File: config.mk
export PLATFORM = sky130hd
export DESIGN_NAME = sld_ctrl
export DESIGN_NICKNAME = d
export VERILOG_FILES = /design/src/rtl/core/sld_pkg.sv /design/src/rtl/core/sld_ctrl.sv
export VERILOG_INCLUDE_DIRS = /design/src /design/src/rtl/core
export SDC_FILE = /design/constraint.sdc
export NUM_CORES = 1
export LEC_CHECK = 0
export BUFFER_PORTS_ARGS = -buffer_cell sky130_fd_sc_hd__buf_2
export CAP_MARGIN = 20
export CORE_AREA = 3 3 40 42
export CTS_BUF_LIST = sky130_fd_sc_hd__clkbuf_8 sky130_fd_sc_hd__clkbuf_16
export CTS_CLUSTER_SIZE = 28
export DETAILED_ROUTE_END_ITERATION = 6
export DIE_AREA = 0 0 43 45
export PLACE_DENSITY_LB_ADDON = 0.15
export SLEW_MARGIN = 20
export SYNTH_ARGS = -nofsm -noshare
export SYNTH_HDL_FRONTEND = slang
export SYNTH_SLANG_ARGS = --single-unit
File: constraint.sdc
create_clock -name i_clk -period 3.1 [get_ports i_clk]
set_input_delay 0.31 -clock i_clk [delete_from_list [all_inputs] [get_ports i_clk]]
set_output_delay 0.31 -clock i_clk [all_outputs]
set_load 0.02 [all_outputs]
File: src/rtl/core/stock_locate_symbol_directory_unit_macros.svh
// Assertion macros for the stock locate symbol directory.
// Included by the RTL files that carry concurrent checks; no other dependencies.
`ifndef STOCK_LOCATE_SYMBOL_DIRECTORY_UNIT_MACROS_SVH
`define STOCK_LOCATE_SYMBOL_DIRECTORY_UNIT_MACROS_SVH
`ifndef SYNTHESIS
`define SLD_ASSERT_RST(lbl, clk, rstn, prop, msg) \
    lbl: assert property (@(posedge clk) disable iff (!rstn) prop) else $error(msg);
`define SLD_ASSERT_ALWAYS(lbl, clk, prop, msg) \
    lbl: assert property (@(posedge clk) prop) else $error(msg);
`else
`define SLD_ASSERT_RST(lbl, clk, rstn, prop, msg)
`define SLD_ASSERT_ALWAYS(lbl, clk, prop, msg)
`endif
`endif

File: src/rtl/core/sld_pkg.sv
// Shared types and constants of the stock locate symbol directory.
// No dependencies; used by the controller, the datapath, the top level and the bench.
package sld_pkg;

    localparam int SYMBOL_BYTES = 8;
    localparam int SYMBOL_W     = 8 * SYMBOL_BYTES;
    localparam int LOCATE_W     = 16;
    localparam int QSLOT_W      = 2;
    localparam int STATUS_W     = 2;
    localparam int KNOWN_W      = 17;
    localparam int DISC_W       = 3;
    localparam int CFG_IDX_W    = 3;
    localparam int CFG_DATA_W   = 64;
    localparam int NUM_SYM_REGS = 4;

    localparam logic [7:0]          SPACE_BYTE = 8'h20;
    localparam logic [7:0]          NUL_BYTE   = 8'h00;
    localparam logic [SYMBOL_W-1:0] SPACE_WORD = {SYMBOL_BYTES{SPACE_BYTE}};

    // configuration register indexes
    localparam logic [CFG_IDX_W-1:0] REG_REQ_SYMBOL_0 = 3'd0;
    localparam logic [CFG_IDX_W-1:0] REG_SLOT_ENABLE  = 3'd4;

    localparam logic OP_OBSERVE = 1'b0;
    localparam logic OP_QUERY   = 1'b1;

    typedef enum logic [STATUS_W-1:0] {
        ST_OK        = 2'd0,
        ST_ZERO_BYTE = 2'd1,
        ST_EMPTY     = 2'd2,
        ST_CONFLICT  = 2'd3
    } t_status;

    typedef enum logic [1:0] {
        S_CLEAR,
        S_IDLE,
        S_EVAL
    } t_state;

    typedef struct packed {
        logic                op;
        logic [LOCATE_W-1:0] locate;
        logic [SYMBOL_W-1:0] stock_symbol;
        logic [QSLOT_W-1:0]  query_slot;
    } t_item;

    typedef struct packed {
        t_status             status;
        logic                known;
        logic                selected;
        logic [SYMBOL_W-1:0] symbol_out;
        logic [KNOWN_W-1:0]  known_count;
        logic [DISC_W-1:0]   discovered_count;
        logic                all_discovered;
        logic                slot_found;
        logic [LOCATE_W-1:0] slot_locate;
    } t_result;

    // controller to datapath
    typedef struct packed {
        logic clear_we;   // write one cleared directory entry
        logic in_ready;   // input side open, read address from input
        logic commit;     // evaluate the held item, write back, load result
    } t_ctrl_cmd;

    // datapath to controller
    typedef struct packed {
        logic clear_last; // clearing pass at last entry
        logic in_valid;
        logic out_free;   // result register empty or being drained
    } t_dp_status;

endpackage

File: src/rtl/core/sld_ctrl.sv
// Controller of the directory: clearing pass, accept, evaluate/write-back.
// Depends on sld_pkg and the assertion macros header.
`include "stock_locate_symbol_directory_unit_macros.svh"
module sld_ctrl (
    input  logic               i_clk,
    input  logic               i_rst_n,
    input  sld_pkg::t_dp_status i_st,
    output sld_pkg::t_ctrl_cmd  o_cmd
);
    import sld_pkg::*;

    t_state r_state, n_state;

    always_ff @(posedge i_clk) begin
        if (!i_rst_n) begin
            r_state <= S_CLEAR;
        end else begin
            r_state <= n_state;
        end
    end

    always_comb begin
        n_state = r_state;
        unique case (r_state)
            S_CLEAR: begin
                if (i_st.clear_last) n_state = S_IDLE;
            end
            S_IDLE: begin
                if (i_st.in_valid) n_state = S_EVAL;
            end
            S_EVAL: begin
                if (i_st.out_free) n_state = S_IDLE;
            end
            default: n_state = S_CLEAR;
        endcase
    end

    always_comb begin
        o_cmd = '0;
        unique case (r_state)
            S_CLEAR: o_cmd.clear_we = 1'b1;
            S_IDLE:  o_cmd.in_ready = 1'b1;
            S_EVAL:  o_cmd.commit   = i_st.out_free;
            default: o_cmd = '0;
        endcase
    end

    `SLD_ASSERT_RST(a_accept_to_eval, i_clk, i_rst_n, i_st.in_valid && o_cmd.in_ready |=> r_state == S_EVAL, "accepted transfer did not move to evaluation")
    `SLD_ASSERT_RST(a_eval_holds, i_clk, i_rst_n, (r_state == S_EVAL) && !i_st.out_free |=> r_state == S_EVAL, "item dropped while result register full")
endmodule

# Word level (Yosys, flattened, before mapping)
# Cells that the tools add are included.
[classes] n_mux=7 n_eq_ne=5 reduce_logical=2
[op_table] operator="$mux W2" count=3
[op_table] operator="$ne A2 B2 Y1 const B" count=3
[op_table] operator="$pmux W2 S3" count=1
[op_table] operator="$mux W1" count=3
[op_table] operator="$reduce_and A3 Y1" count=1
[op_table] operator="$eq A2 B1 Y1 const B" count=1
[op_table] operator="$eq A2 B2 Y1 const B" count=1
[op_table] operator="$logic_not A2 Y1" count=1
[word_totals] input_bits=5 reg_bits=2 wordCells=15 output_inout_bits=3

# Depth between registers and ports, before layout
[logic_depth] depth_word=3 ltp_mapped=2 ltp_nobuf=2

# Worst setup path after synthesis
# OpenSTA, ideal clock, no wires.
[synth_path] path_kind="register to output" startpoint="register r_state[1]" endpoint="output o_cmd[1] (netlist bit)" path_stages_with_launch=3 n_path_buf=1 required_ps=2790 path_slack_ps=2056 t_arrival_ps=734 path_cell_list="dfxtp_1 -> and2b_2 -> buf_4"
[synth_lines] item="start: declaration" line="sld_ctrl.sv:12" text="t_state r_state, n_state;"
[synth_lines] item="start signal: assignment" line="sld_ctrl.sv:18" text="r_state <= n_state;"
[synth_lines] item="end: declaration" line="sld_ctrl.sv:8" text="output sld_pkg::t_ctrl_cmd o_cmd"

==> metrics.txt <==
FF+latch count, synth=2; sequential share of the synthesized area=approximately a third; DR iter-0 viols=2; CTS tree=built; leakage=approximately 0.000097 uW; die area=1940 um^2; placed insts=34; Die H=45 um; period utilization=between 40% and 50%; Via-to-Cell Ratio=3.22; Hold WS=338 ps; Slew headroom=87.3%; crit path launch type=flop; DP HPWL=198 um; # fillers=145; Port Buffers=7; die width=43 um; Biggest register=r_state; RR Startpoint=r_state[1]; CP Cell Sequence=and2b_2, buf_2; Hold Crit Class=in2reg; largest registers=r_state: 2 flops; Post-Route WL=282 um; post-synth net total=18; min cycle time layout=~1300 ps; Critical Path Max Stage Delay=about 400 ps; Worst Reg-to-Reg Cells=2; global route overflow=0; Core Box Area=around 1300 um^2; Crit Path Category=reg2out; Critical Path RT=2790 ps; CP arrival=990 ps; maximum VDD drop=just over 100 uV; Rows=13; Root Buffer Master=clkbuf_8; Area growth syn-to-layout=74.5%; GRT Resource Usage Total=under 10%; Clock Tree Buf Depth=2; Setup-failing EPs final=0; worst r2r dst=r_state[0]; WL/cell=7.62 um; CP max FO=7; vias in the first global route=120; clk slew on worst S/H paths=30 ps; register-to-register setup slack=2040 ps; initial core utilization=9.15%; GPL Wtd Cong=0.596; total via count in the routed design=approximately 120; Netlist Area Pre-Place=118 um^2; total CTS buffers=3; Largest register FFs=2; drt pass-1 iters=3; Clock Sinks=2; Critical Path Sink=o_cmd[1]; PostCTS Resize Cnt=0; first-pass GRT wire length=420 um; clk_skew=1.06 ps; diode count=0; crit path max-delay cell type=dfxtp_1; Avg Cell Area, Syn=9.05 um^2; Slew @ Worst Pin=191 ps; final hold vios=0; crit path launch=r_state[1]; crit path capture type=output port; H-Tree Level Count=1; Clk Latency, worst-skew pair=approximately 210 ps; fin nets=29; Fmax=between 700 and 800 MHz; Post-Syn Instances=13; RSZ-0062 raised after global routing=no; Final Slew Violations=0; setup_tns=0 ps; DRC viols=0; post-synth cell types=11; outcome=complete, no violations; initial antenna violation count=0; antenna-violating nets left=0; Synth warnings=0; postcts setup bufs=0; largest net degree at the start of global routing=8; final std cells w/o fill=37; Post-CTS Hold Fix Bufs=0; num ports=8; max_cap viols=0; share of layout cells above drive strength 1=54.5%; PwrDens=between 700 and 800 nW/um^2
## worst min path at each step
| stage | startpoint | endpoint | cells past startpoint |
|---|---|---|---|
| after floorplan | i_rst_n | r_state[0] | 1 |
| final | i_rst_n | r_state[0] | 2 |
| after global routing | i_rst_n | r_state[0] | 2 |
| after global placement | i_rst_n | r_state[0] | 2 |
| after CTS | i_rst_n | r_state[0] | 2 |
| after detailed placement | i_rst_n | r_state[0] | 2 |
## power by group
part           internal, uW  switching (uW)
clock network          82.0            19.0
logic                  8.30            8.01
registers              27.9            2.76
## worst max-delay path: cells and delay by family, from the launching register on
family,cells,cell delay [ps]
AND/OR/NAND/NOR,1,230
buffers and inverters,1,150
flip-flops,1,390
## kinds of logic (layout without fill, tap and decap cells)
| kind of cell | Yosys count | in the layout | synth area share [%] |
|---|---|---|---|
| buffers and inverters | 1 | 10 | 6.39 |
| AOI/OAI and AO/OA | 3 | 3 | 19.1 |
| DFF | 2 | 2 | 34.0 |
| muxes | 1 | 1 | 9.57 |
| and+or+nand+nor | 6 | 6 | 30.9 |
## cell usage after synthesis
master | count | share of area (%)
buf_4 | 1 | 6.4
o211a_1 | 1 | 8.5
o21ai_0 | 1 | 4.3
or3b_1 | 1 | 7.4
nand2_1 | 1 | 3.2
and2b_2 | 1 | 7.4
nand3b_1 | 1 | 6.4
dfxtp_1 | 2 | 34
mux2_2 | 1 | 9.6
a21boi_1 | 1 | 6.4
nor2_1 | 2 | 6.4
## placed cells by master (no fill, tap or decap)
cell      count
buf_2         7
clkbuf_8      3
nor2_1        2
dfxtp_1       2
and2b_2       1
nand2_1       1
or3b_1        1
nand3b_1      1
a21boi_1      1
mux2_2        1
o21ai_0       1
o211a_1       1
## through the flow
step	worst slack [ps]	utilization [%]	cell area [um^2]	power, uW
CTS	1790	16.0	205	153
floorplan	2060	-	118	42.4
global placement	2030	12.8	164	48.0
finish	1800	16.0	205	148
detailed placement	2020	12.8	164	47.6
global route	1740	16.0	205	158
## final cells by class
cell class / instances / area, um^2 / share of cell area, %
clock buffer: 3 / 41.3 / 20.1
multi-input combinational: 10 / 70.1 / 34.1
sequential: 2 / 40.0 / 19.5
tap: 15 / 18.8 / 9.15
timing repair buffer: 7 / 35.0 / 17.1
## per-layer routing
| layer | global-route usage (%) | vias to the layer above | part of all wire, % | wire length (um) |
|---|---|---|---|---|
| met3 | 5.18 | 0 | 17 | 49 |
| met5 | 0 | - | 0 | 0 |
| met4 | 5.42 | 0 | 0 | 0 |
| met1 | 2.40 | 49 | 36 | 101 |
| met2 | 4.19 | 7 | 46 | 131 |
| li1 | - | 63 | - | - |
No activity file was read; power rests on OpenSTA's default activity.
